<file path="config.mk">
export PLATFORM = sky130hd
export DESIGN_NAME = magnetometer_correct_and_calibrate
export DESIGN_NICKNAME = d
export VERILOG_FILES = /design/src/mcc_pkg.sv /design/src/magnetometer_correct_and_calibrate.sv
export SDC_FILE = /design/constraint.sdc
export NUM_CORES = 2
export LEC_CHECK = 0
export ABC_AREA = 1
export BUFFER_PORTS_ARGS = -buffer_cell sky130_fd_sc_hd__buf_2
export CELL_PAD_IN_SITES_DETAIL_PLACEMENT = 1
export CELL_PAD_IN_SITES_GLOBAL_PLACEMENT = 1
export CORE_UTILIZATION = 49
export DETAILED_ROUTE_END_ITERATION = 10
export PLACE_DENSITY = 0.9
export REMOVE_ABC_BUFFERS = 1
export SYNTH_ARGS = -nofsm -noshare
export SYNTH_HDL_FRONTEND = slang
export SYNTH_SLANG_ARGS = --single-unit
</file>
<file path="constraint.sdc">
create_clock -name i_clk -period 13.75 [get_ports i_clk]
set_input_delay 0 -clock i_clk [delete_from_list [all_inputs] [get_ports i_clk]]
set_output_delay 0 -clock i_clk [all_outputs]
set_load 0.03 [all_outputs]
</file>
<file path="src/mcc_pkg.sv">
`default_nettype none
// ============================================================================
// mcc_pkg
// Shared types and constants for the magnetometer correction and calibration
// block: sequencer states, transaction kinds, status codes, register indexes
// and fixed-point constants.
// ============================================================================
package mcc_pkg;

    typedef enum logic [3:0] {
        ST_IDLE,
        ST_MUL_ADJ,
        ST_MUL_UNIT,
        ST_DIV_LOAD,
        ST_DIV,
        ST_MUL_GAIN,
        ST_ROUND,
        ST_FIN,
        ST_DONE
    } t_state;

    localparam logic [1:0] KIND_SAMPLE = 2'd0;
    localparam logic [1:0] KIND_START  = 2'd1;
    localparam logic [1:0] KIND_FINISH = 2'd2;

    localparam logic [2:0] STATUS_OK        = 3'd0;
    localparam logic [2:0] STATUS_NOT_READY = 3'd1;
    localparam logic [2:0] STATUS_OVERFLOW  = 3'd2;
    localparam logic [2:0] STATUS_STARTED   = 3'd3;
    localparam logic [2:0] STATUS_CAL       = 3'd4;
    localparam logic [2:0] STATUS_DEGEN     = 3'd5;

    localparam logic [2:0] REG_SENS   = 3'd0;
    localparam logic [2:0] REG_BIAS_X = 3'd1;
    localparam logic [2:0] REG_BIAS_Y = 3'd2;
    localparam logic [2:0] REG_BIAS_Z = 3'd3;
    localparam logic [2:0] REG_GAIN_X = 3'd4;
    localparam logic [2:0] REG_GAIN_Y = 3'd5;
    localparam logic [2:0] REG_GAIN_Z = 3'd6;

    localparam logic [23:0] SENS_RESET  = 24'h808080;
    localparam logic [8:0]  SENS_OFFSET = 9'd128;
    localparam logic [15:0] UNIT_MUL    = 16'd307;
    localparam logic [31:0] UNIT_HALF   = 32'd1638;
    // floor(x / 3276) = ((x >> 2) * RECIP_819) >> 40, exact for any x below 2^32
    localparam logic [31:0] RECIP_819   = 32'h5005_0051;
    localparam logic [4:0]  FIN_STEPS   = 5'd16;
    localparam logic [15:0] GAIN_ONE    = 16'd4096;
    localparam logic [15:0] GAIN_MAX    = 16'hFFFF;
    localparam logic [39:0] RND_HALF    = 40'd2048;

    localparam logic signed [25:0] VAL_MAX = 26'sh1FFFFFF;
    localparam logic signed [25:0] VAL_MIN = -26'sh2000000;
    localparam logic [27:0] SAT_POS = 28'd33554431;
    localparam logic [27:0] SAT_NEG = 28'd33554432;

endpackage
`default_nettype wire

</file>
<file path="src/magnetometer_correct_and_calibrate.sv">
`default_nettype none
// ============================================================================
// magnetometer_correct_and_calibrate
// Corrects raw three-axis magnetometer readings (unit scale, sensitivity,
// bias, gain) and runs min/max hard/soft-iron calibration.
// ============================================================================
// Sequencing: a good sample runs, per axis, the adjust, unit, reciprocal and
// gain multiplies, then a round step, before its result goes out.
// Rejected samples and start transactions go straight to the output step.
// Finish finds the centres, then each axis gain through the 16-step divider.
// Throughput: one transaction at a time; a full output register holds it.
// Reset: synchronous active low; clears sequencer, trackers and registers.
module magnetometer_correct_and_calibrate (
    input  wire logic         i_clk,
    input  wire logic         i_rst_n,
    // APB configuration port
    input  wire logic         psel,
    input  wire logic         penable,
    input  wire logic         pwrite,
    input  wire logic [4:0]   paddr,
    input  wire logic [31:0]  pwdata,
    output logic [31:0]       prdata,
    output logic              pready,
    // input stream
    input  wire logic         i_s_tvalid,
    output logic              o_s_tready,
    // status_one, status_two, raw_x, raw_y, raw_z
    input  wire logic [63:0]  i_s_tdata,
    // kind
    input  wire logic [1:0]   i_s_tuser,
    // output stream
    output logic              o_m_tvalid,
    input  wire logic         i_m_tready,
    // value_x, value_y, value_z, gain_x, gain_y, gain_z, 2 zero bits
    output logic [127:0]      o_m_tdata,
    // status
    output logic [2:0]        o_m_tuser
);
    import mcc_pkg::*;

    t_state r_state, n_state;

    logic [23:0]        r_sens;
    logic signed [21:0] r_bias [3];
    logic [15:0]        r_gcfg [3];

    logic               r_tracking, n_tracking;
    logic               r_seen, n_seen;
    logic signed [25:0] r_min [3], n_min [3];
    logic signed [25:0] r_max [3], n_max [3];

    logic signed [15:0] r_raw [3], n_raw [3];
    logic [1:0]         r_axis, n_axis;
    logic               r_fin, n_fin;
    logic               r_neg, n_neg;
    logic [39:0]        r_prod, n_prod;
    logic [40:0]        r_num, n_num;
    logic [27:0]        r_rem, n_rem;
    logic [27:0]        r_den, n_den;
    logic [20:0]        r_quo, n_quo;
    logic [4:0]         r_cnt, n_cnt;
    logic [27:0]        r_sum, n_sum;
    logic [25:0]        r_rng [3], n_rng [3];
    logic [2:0]         r_status, n_status;
    logic signed [25:0] r_val [3], n_val [3];
    logic [15:0]        r_gain [3], n_gain [3];

    logic               r_o_valid, n_o_valid;
    logic [2:0]         r_o_status, n_o_status;
    logic signed [25:0] r_o_val [3], n_o_val [3];
    logic [15:0]        r_o_gain [3], n_o_gain [3];

    logic [31:0] mul_a;
    logic [31:0] mul_b;
    logic [63:0] mul_p;

    logic [7:0]         sens_byte;
    logic [8:0]         adj;
    logic signed [16:0] raw_ext;
    logic [16:0]        raw_abs;
    logic [31:0]        smp_num;
    logic [25:0]        fin_rng;
    logic [27:0]        fin_den;
    logic [40:0]        fin_num;
    logic               fin_sat;
    logic [28:0]        div_t;
    logic [28:0]        div_diff;
    logic               div_ge;
    logic signed [23:0] sc;
    logic signed [23:0] bias_ext;
    logic signed [23:0] dval;
    logic [23:0]        dabs;
    logic [39:0]        rsum;
    logic [27:0]        rq;
    logic [27:0]        rq_neg;
    logic signed [25:0] rval;
    logic signed [26:0] fin_s [3];
    logic signed [26:0] fin_r [3];
    logic               cfg_wr;
    logic               s_acc;

    assign pready     = 1'b1;
    assign o_s_tready = (r_state == ST_IDLE);
    assign s_acc      = i_s_tvalid && o_s_tready;
    assign cfg_wr     = psel && penable && pwrite;

    assign o_m_tvalid = r_o_valid;
    assign o_m_tuser  = r_o_status;
    assign o_m_tdata  = {2'b00, r_o_gain[2], r_o_gain[1], r_o_gain[0],
                         r_o_val[2], r_o_val[1], r_o_val[0]};

    assign mul_p = 64'(mul_a) * 64'(mul_b);

    always_comb begin
        case (r_axis)
            2'd0:    sens_byte = r_sens[7:0];
            2'd1:    sens_byte = r_sens[15:8];
            default: sens_byte = r_sens[23:16];
        endcase
    end

    assign adj     = {1'b0, sens_byte} + SENS_OFFSET;
    assign raw_ext = {r_raw[r_axis][15], r_raw[r_axis]};
    assign raw_abs = r_raw[r_axis][15] ? 17'(-raw_ext) : 17'(raw_ext);
    assign smp_num = r_prod[31:0] + UNIT_HALF;

    assign fin_rng = r_rng[r_axis];
    assign fin_den = {2'b00, fin_rng} + {1'b0, fin_rng, 1'b0};
    assign fin_num = {1'b0, r_sum, 12'b0} + {14'b0, fin_den[27:1]};
    assign fin_sat = ({3'b000, fin_num[40:16]} >= fin_den);

    assign div_t    = {r_rem, r_num[40]};
    assign div_diff = div_t - {1'b0, r_den};
    assign div_ge   = (div_t >= {1'b0, r_den});

    assign sc       = r_neg ? -$signed({3'b000, r_quo}) : $signed({3'b000, r_quo});
    assign bias_ext = {{2{r_bias[r_axis][21]}}, r_bias[r_axis]};
    assign dval     = sc - bias_ext;
    assign dabs     = dval[23] ? 24'(-dval) : 24'(dval);

    assign rsum   = r_prod + RND_HALF;
    assign rq     = rsum[39:12];
    assign rq_neg = -rq;

    always_comb begin
        if (r_neg) begin
            rval = (rq > SAT_NEG) ? VAL_MIN : $signed(rq_neg[25:0]);
        end else begin
            rval = (rq > SAT_POS) ? VAL_MAX : $signed(rq[25:0]);
        end
    end

    always_comb begin
        for (int i = 0; i < 3; i++) begin
            fin_s[i] = 27'(r_max[i]) + 27'(r_min[i]);
            fin_r[i] = 27'(r_max[i]) - 27'(r_min[i]);
        end
    end

    // sequencer
    always_comb begin
        n_state    = r_state;
        n_tracking = r_tracking;
        n_seen     = r_seen;
        n_min      = r_min;
        n_max      = r_max;
        n_raw      = r_raw;
        n_axis     = r_axis;
        n_fin      = r_fin;
        n_neg      = r_neg;
        n_prod     = r_prod;
        n_num      = r_num;
        n_rem      = r_rem;
        n_den      = r_den;
        n_quo      = r_quo;
        n_cnt      = r_cnt;
        n_sum      = r_sum;
        n_rng      = r_rng;
        n_status   = r_status;
        n_val      = r_val;
        n_gain     = r_gain;
        n_o_valid  = r_o_valid && !i_m_tready;
        n_o_status = r_o_status;
        n_o_val    = r_o_val;
        n_o_gain   = r_o_gain;
        mul_a      = '0;
        mul_b      = '0;

        unique case (r_state)
            ST_IDLE: begin
                if (s_acc) begin
                    for (int i = 0; i < 3; i++) begin
                        n_val[i]  = '0;
                        n_gain[i] = GAIN_ONE;
                    end
                    n_axis = 2'd0;
                    n_fin  = 1'b0;
                    case (i_s_tuser)
                        KIND_SAMPLE: begin
                            n_raw[0] = $signed(i_s_tdata[31:16]);
                            n_raw[1] = $signed(i_s_tdata[47:32]);
                            n_raw[2] = $signed(i_s_tdata[63:48]);
                            if (!i_s_tdata[0]) begin
                                n_status = STATUS_NOT_READY;
                                n_state  = ST_DONE;
                            end else if (i_s_tdata[11]) begin
                                n_status = STATUS_OVERFLOW;
                                n_state  = ST_DONE;
                            end else begin
                                n_status = STATUS_OK;
                                n_state  = ST_MUL_ADJ;
                            end
                        end
                        KIND_START: begin
                            n_tracking = 1'b1;
                            n_seen     = 1'b0;
                            for (int i = 0; i < 3; i++) begin
                                n_min[i] = VAL_MAX;
                                n_max[i] = VAL_MIN;
                            end
                            n_status = STATUS_STARTED;
                            n_state  = ST_DONE;
                        end
                        KIND_FINISH: begin
                            n_tracking = 1'b0;
                            if (r_tracking && r_seen) begin
                                n_state = ST_FIN;
                            end else begin
                                n_status = STATUS_DEGEN;
                                n_state  = ST_DONE;
                            end
                        end
                        default: begin
                            n_state = ST_IDLE;
                        end
                    endcase
                end
            end
            ST_MUL_ADJ: begin
                mul_a   = {15'b0, raw_abs};
                mul_b   = {23'b0, adj};
                n_prod  = mul_p[39:0];
                n_neg   = r_raw[r_axis][15];
                n_state = ST_MUL_UNIT;
            end
            ST_MUL_UNIT: begin
                mul_a   = {8'b0, r_prod[23:0]};
                mul_b   = {16'b0, UNIT_MUL};
                n_prod  = mul_p[39:0];
                n_state = ST_DIV_LOAD;
            end
            ST_DIV_LOAD: begin
                n_quo = '0;
                if (!r_fin) begin
                    mul_a   = {2'b00, smp_num[31:2]};
                    mul_b   = RECIP_819;
                    n_quo   = mul_p[60:40];
                    n_state = ST_MUL_GAIN;
                end else if (fin_sat) begin
                    n_gain[r_axis] = GAIN_MAX;
                    if (r_axis == 2'd2) begin
                        n_state = ST_DONE;
                    end else begin
                        n_axis = r_axis + 2'd1;
                    end
                end else begin
                    n_rem   = {3'b000, fin_num[40:16]};
                    n_num   = {fin_num[15:0], 25'b0};
                    n_den   = fin_den;
                    n_cnt   = FIN_STEPS;
                    n_state = ST_DIV;
                end
            end
            ST_DIV: begin
                n_rem = div_ge ? div_diff[27:0] : div_t[27:0];
                n_num = {r_num[39:0], 1'b0};
                n_quo = {r_quo[19:0], div_ge};
                n_cnt = r_cnt - 5'd1;
                if (r_cnt == 5'd1) begin
                    if (r_fin) begin
                        n_gain[r_axis] = n_quo[15:0];
                        if (r_axis == 2'd2) begin
                            n_state = ST_DONE;
                        end else begin
                            n_axis  = r_axis + 2'd1;
                            n_state = ST_DIV_LOAD;
                        end
                    end else begin
                        n_state = ST_MUL_GAIN;
                    end
                end
            end
            ST_MUL_GAIN: begin
                mul_a   = {8'b0, dabs};
                mul_b   = {16'b0, r_gcfg[r_axis]};
                n_prod  = mul_p[39:0];
                n_neg   = dval[23];
                n_state = ST_ROUND;
            end
            ST_ROUND: begin
                n_val[r_axis] = rval;
                if (r_tracking) begin
                    if (rval < r_min[r_axis]) begin
                        n_min[r_axis] = rval;
                    end
                    if (rval > r_max[r_axis]) begin
                        n_max[r_axis] = rval;
                    end
                end
                if (r_axis == 2'd2) begin
                    n_seen  = r_seen || r_tracking;
                    n_state = ST_DONE;
                end else begin
                    n_axis  = r_axis + 2'd1;
                    n_state = ST_MUL_ADJ;
                end
            end
            ST_FIN: begin
                n_sum = 28'(fin_r[0][25:0]) + 28'(fin_r[1][25:0]) + 28'(fin_r[2][25:0]);
                for (int i = 0; i < 3; i++) begin
                    n_rng[i] = fin_r[i][25:0];
                    n_val[i] = fin_s[i][26:1];
                end
                if (fin_r[0] == '0 || fin_r[1] == '0 || fin_r[2] == '0) begin
                    for (int i = 0; i < 3; i++) begin
                        n_val[i] = '0;
                    end
                    n_status = STATUS_DEGEN;
                    n_state  = ST_DONE;
                end else begin
                    n_status = STATUS_CAL;
                    n_fin    = 1'b1;
                    n_axis   = 2'd0;
                    n_state  = ST_DIV_LOAD;
                end
            end
            ST_DONE: begin
                if (!r_o_valid || i_m_tready) begin
                    n_o_valid  = 1'b1;
                    n_o_status = r_status;
                    n_o_val    = r_val;
                    n_o_gain   = r_gain;
                    n_state    = ST_IDLE;
                end
            end
            default: begin
                n_state = ST_IDLE;
            end
        endcase
    end

    always_ff @(posedge i_clk) begin
        if (!i_rst_n) begin
            r_state    <= ST_IDLE;
            r_tracking <= 1'b0;
            r_seen     <= 1'b0;
            r_o_valid  <= 1'b0;
            for (int i = 0; i < 3; i++) begin
                r_min[i] <= VAL_MAX;
                r_max[i] <= VAL_MIN;
            end
        end else begin
            r_state    <= n_state;
            r_tracking <= n_tracking;
            r_seen     <= n_seen;
            r_o_valid  <= n_o_valid;
            r_min      <= n_min;
            r_max      <= n_max;
        end
    end

    always_ff @(posedge i_clk) begin
        r_raw      <= n_raw;
        r_axis     <= n_axis;
        r_fin      <= n_fin;
        r_neg      <= n_neg;
        r_prod     <= n_prod;
        r_num      <= n_num;
        r_rem      <= n_rem;
        r_den      <= n_den;
        r_quo      <= n_quo;
        r_cnt      <= n_cnt;
        r_sum      <= n_sum;
        r_rng      <= n_rng;
        r_status   <= n_status;
        r_val      <= n_val;
        r_gain     <= n_gain;
        r_o_status <= n_o_status;
        r_o_val    <= n_o_val;
        r_o_gain   <= n_o_gain;
    end

    // configuration registers
    always_ff @(posedge i_clk) begin
        if (!i_rst_n) begin
            r_sens <= SENS_RESET;
            for (int i = 0; i < 3; i++) begin
                r_bias[i] <= '0;
                r_gcfg[i] <= GAIN_ONE;
            end
        end else if (cfg_wr) begin
            unique case (paddr[4:2])
                REG_SENS:   r_sens    <= pwdata[23:0];
                REG_BIAS_X: r_bias[0] <= $signed(pwdata[21:0]);
                REG_BIAS_Y: r_bias[1] <= $signed(pwdata[21:0]);
                REG_BIAS_Z: r_bias[2] <= $signed(pwdata[21:0]);
                REG_GAIN_X: r_gcfg[0] <= pwdata[15:0];
                REG_GAIN_Y: r_gcfg[1] <= pwdata[15:0];
                REG_GAIN_Z: r_gcfg[2] <= pwdata[15:0];
                default: begin
                end
            endcase
        end
    end

    always_comb begin
        unique case (paddr[4:2])
            REG_SENS:   prdata = {8'b0, r_sens};
            REG_BIAS_X: prdata = {10'b0, r_bias[0]};
            REG_BIAS_Y: prdata = {10'b0, r_bias[1]};
            REG_BIAS_Z: prdata = {10'b0, r_bias[2]};
            REG_GAIN_X: prdata = {16'b0, r_gcfg[0]};
            REG_GAIN_Y: prdata = {16'b0, r_gcfg[1]};
            REG_GAIN_Z: prdata = {16'b0, r_gcfg[2]};
            default:    prdata = '0;
        endcase
    end

    a_rem_below_den: assert property (@(posedge i_clk) disable iff (!i_rst_n)
        (r_state == ST_DIV) |-> (r_rem < r_den))
        else $error("divider remainder not below divisor");

    a_div_count: assert property (@(posedge i_clk) disable iff (!i_rst_n)
        (r_state == ST_DIV) |-> (r_cnt != 5'd0))
        else $error("divider running with zero step count");

    a_bounds_order: assert property (@(posedge i_clk) disable iff (!i_rst_n)
        r_seen |-> ((r_min[0] <= r_max[0]) && (r_min[1] <= r_max[1])
                    && (r_min[2] <= r_max[2])))
        else $error("tracked minimum above maximum");

    a_start_clears: assert property (@(posedge i_clk) disable iff (!i_rst_n)
        (s_acc && (i_s_tuser == KIND_START)) |=> (r_tracking && !r_seen))
        else $error("start transaction did not restart tracking");

    a_seen_needs_tracking: assert property (@(posedge i_clk) disable iff (!i_rst_n)
        ($rose(r_seen)) |-> r_tracking)
        else $error("sample marked seen while not tracking");

endmodule
`default_nettype wire

</file>
==> flow_metrics.tcl <==
set metrics [dict create \
    grt_antenna_before_repair 22 \
    min_period_ns 13.01 \
    syn_inst 9069 \
    synth_top_family_by_area "adder cells" \
    grt_pass1_wl_um 472000 \
    grt_overflow_total 0 \
    path_clk_slew_ns 0.07 \
    worst_slew_pin_slew_ns 1.35 \
    synth.most_common_cell "nand2_1" \
    seq_area_frac_synth 0.315 \
    worstPathRequired_ns 14.24 \
    rsz0062_at_grt "no" \
    drv_cap 0 \
    route.antenna.remaining_nets 0 \
    worst_path_most_repeated_cell "nand2_1" \
    fp-row-count 143 \
    r2r_cells 44 \
    finalNetCount 10836 \
    coreArea_mm2 0.153 \
    cp_max_fo 18 \
    ioPinCount 276 \
    max-slew-margin-rel 0.0989 \
    powerDensity_mw_per_mm2 98.1 \
    io_buffer_count 240 \
    grtUsageTotal 0.402 \
    synth.top_cells.by_area "edfxtp_1 27%, fa_1 14%, ha_1 11%" \
    die-width_um 395 \
    r2r_end "r_quo[19]$_DFFE_PP_" \
    crit_arrival_ns 13.50 \
    gp_congestion 1.03 \
    post_cts_buffers 0 \
    cp-end-kind "register" \
    synth_ff_type "edfxtp_1" \
    dieHeight_um 395 \
    slew_violations 0 \
    routed_wl_um 318000 \
    async_reset_ff_frac 0 \
    grt_max_degree 130 \
    cts_root_buf "clkbuf_16" \
    wl_per_cell_um 27.3 \
    synth_cell_type_count 71 \
    drt_iter0_markers 7165 \
    min_path_type "primary input to register" \
    synth_top_cell_area_share 0.265 \
    dp_hpwl_um 244000 \
    synth_xor_area_frac 0.0376 \
    worst_path_largest_cell_delay_ns 0.87 \
    insertion_delay_ns 0.77 \
    syn_area_mm2 0.0756 \
    initial_utilization 0.496 \
    startpoint "r_neg$_DFFE_PP_" \
    area_growth_syn_to_layout_pct 12.4 \
    synth_top_area_cell "edfxtp_1" \
    finalHoldViolCount 0 \
    synth_compound_area_frac 0.128 \
    synth_edf_count 668 \
    finalPower_w 0.00834 \
    r2r_start "r_neg$_DFFE_PP_" \
    setup_tns_ns 0 \
    clkSinkCount 857 \
    drive_above_1_share 0.0792 \
    grt_pass1_vias 74976 \
    finalSetupViolCount 0 \
    cts.path.max_buffers 3 \
    vias_per_cell 6.10 \
    critical_path_class "register to register" \
    status "complete, no violations" \
    via_count 71090 \
    fmax_mhz 76.9 \
    ys_ff_latch 857 \
    cts_tree "done" \
    endpoint "r_quo[19]$_DFFE_PP_" \
    dr.pass1.iters 5 \
    ys.warnings.count 0 \
    startpoint_type "register" \
    htreeDepth 3 \
    synth_common_cells "1623 x nand2_1, 1458 x inv_1, 784 x nor2_1" \
    synth-adder-area-share 0.250 \
    skew_ns 0.0790 \
    power.leakage_nw 40.2 \
    irDropWorstVdd_v 0.000103 \
    fin_crit_sh 0.946 \
    cts_buffers 99 \
    critical_path.slowest_cell "edfxtp_1" \
    die_area_mm2 0.156 \
    postSynthAreaPerCell_um2 8.34 \
    synthMuxAreaShare 0.000149 \
    r2r_setup_slack_ns 0.74 \
    yosys.area_share.simple 0.177 \
    drc 0 \
]
cells by family (layout without fill, tap and decap cells):
logic type,Yosys count,in the layout
AOI/OAI and AO/OA,1682,1682
xor gates and xnor gates,325,325
adders and majority gates,1196,1196
buffers and inverters,1824,2280
DFF,857,857
muxes,1,1
other,2,98
and+or+nand+nor,3182,3182
registers in the layout, summed over array words and instances, names as in the netlist, 5 cells and up, named ones only:
signal,count
r_sens,24
r_num,16
o_m_tdata,126
r_den,28
r_max,78
r_gcfg,48
r_prod,40
r_bias,66
r_sum,28
r_rng,78
r_val,78
r_min,78
r_rem,28
r_gain,48
r_cnt,5
r_quo,21
r_raw,48
where the power goes:
part           internal [W]  switching (W)  total, W
Sequential          0.00295      0.0000728   0.00302
Combinational      0.000828        0.00173   0.00255
Clock               0.00153        0.00123   0.00276
Total               0.00531        0.00303   0.00834
metrics by stage:
stage | std cells | worst slack, ns | utilization | area (µm²) | hold slack [ns]
6_report | 11651 | 0.740 | 0.557 | 85000 | 0.153
5_1_grt | 11645 | 0.0917 | 0.557 | 85000 | 0.0966
4_1_cts | 11641 | 0.802 | 0.557 | 85000 | 0.0163
3_5_place_dp | 11300 | 0.975 | 0.525 | 80100 | 0.178
3_3_place_gp | 11300 | 1.29 | 0.525 | 80100 | 0.178
2_1_floorplan | 8817 | 0.930 | - | 74600 | 0.0841
how the worst min path moves through the flow:
stage | start | endpoint | slack, ns | cells past startpoint
2_1_floorplan | i_rst_n | r_min[28]$_SDFFE_PN1P_ | 0.08 | 1
3_3_place_gp | i_s_tdata[20] | r_raw[36]$_DFFE_PP_ | 0.18 | 1
3_5_place_dp | i_s_tdata[27] | r_raw[43]$_DFFE_PP_ | 0.18 | 1
4_1_cts | paddr[3] | r_gcfg[0][12]$_DFFE_PP_ | 0.02 | 4
5_1_grt | paddr[3] | r_gcfg[1][12]$_DFFE_PP_ | 0.1 | 4
6_report | penable | r_bias[0][13]$_DFFE_PP_ | 0.15 | 3
layout make-up:
type	instances	area, µm²
diodes	9	22.5
clock buffers	120	2580
clock inverters	63	708
fillers	18235	67600
inverters	1485	5580
multi-input cells	6475	45300
flip-flops and latches	857	23800
well taps	2030	2540
repair buffers	612	4430
cells in the final DEF (no fill, tap or decap), types with 25 or more instances in the layout:
cell           count
a211oi_1          25
a21oi_1          698
a22oi_1           45
a2bb2oi_1         25
a31oi_1           56
buf_2            239
buf_4            212
clkbuf_16         99
clkinv_1          38
conb_1            89
dfxtp_1          189
dlygate4sd3_1    158
edfxtp_1         668
fa_1             523
ha_1             673
inv_1           1456
nand2_1         1623
nand3_1          453
nand4_1           61
nor2_1           773
nor3_1            72
nor4_1            37
o211ai_1          52
o21ai_0          512
o21bai_1          25
o221ai_1          59
or2_2             61
xnor2_1           60
xor2_1           265
layer usage:
layer / global-route usage / wire, µm
met5: 0 / 66
met4: 0.201 / 18100
met3: 0.0967 / 32300
met2: 0.623 / 140000
met1: 0.526 / 127000
repair_timing:
action                     4_1_cts  5_1_grt
hold buffers                   158        0
gates resized for setup          0        1
hold endpoints to repair       212        0
setup endpoints to repair        0        1
worst max-delay path: cells and delay by family, from the launching register on:
kind | cells | cell delay (ns)
compound gates | 12 | 2.39
simple gates | 15 | 3.16
xor+xnor | 1 | 0.22
buf+inv | 6 | 1.46
flops | 1 | 0.87
fa+ha+maj | 10 | 4.62
(Power assumes the default switching activity.)
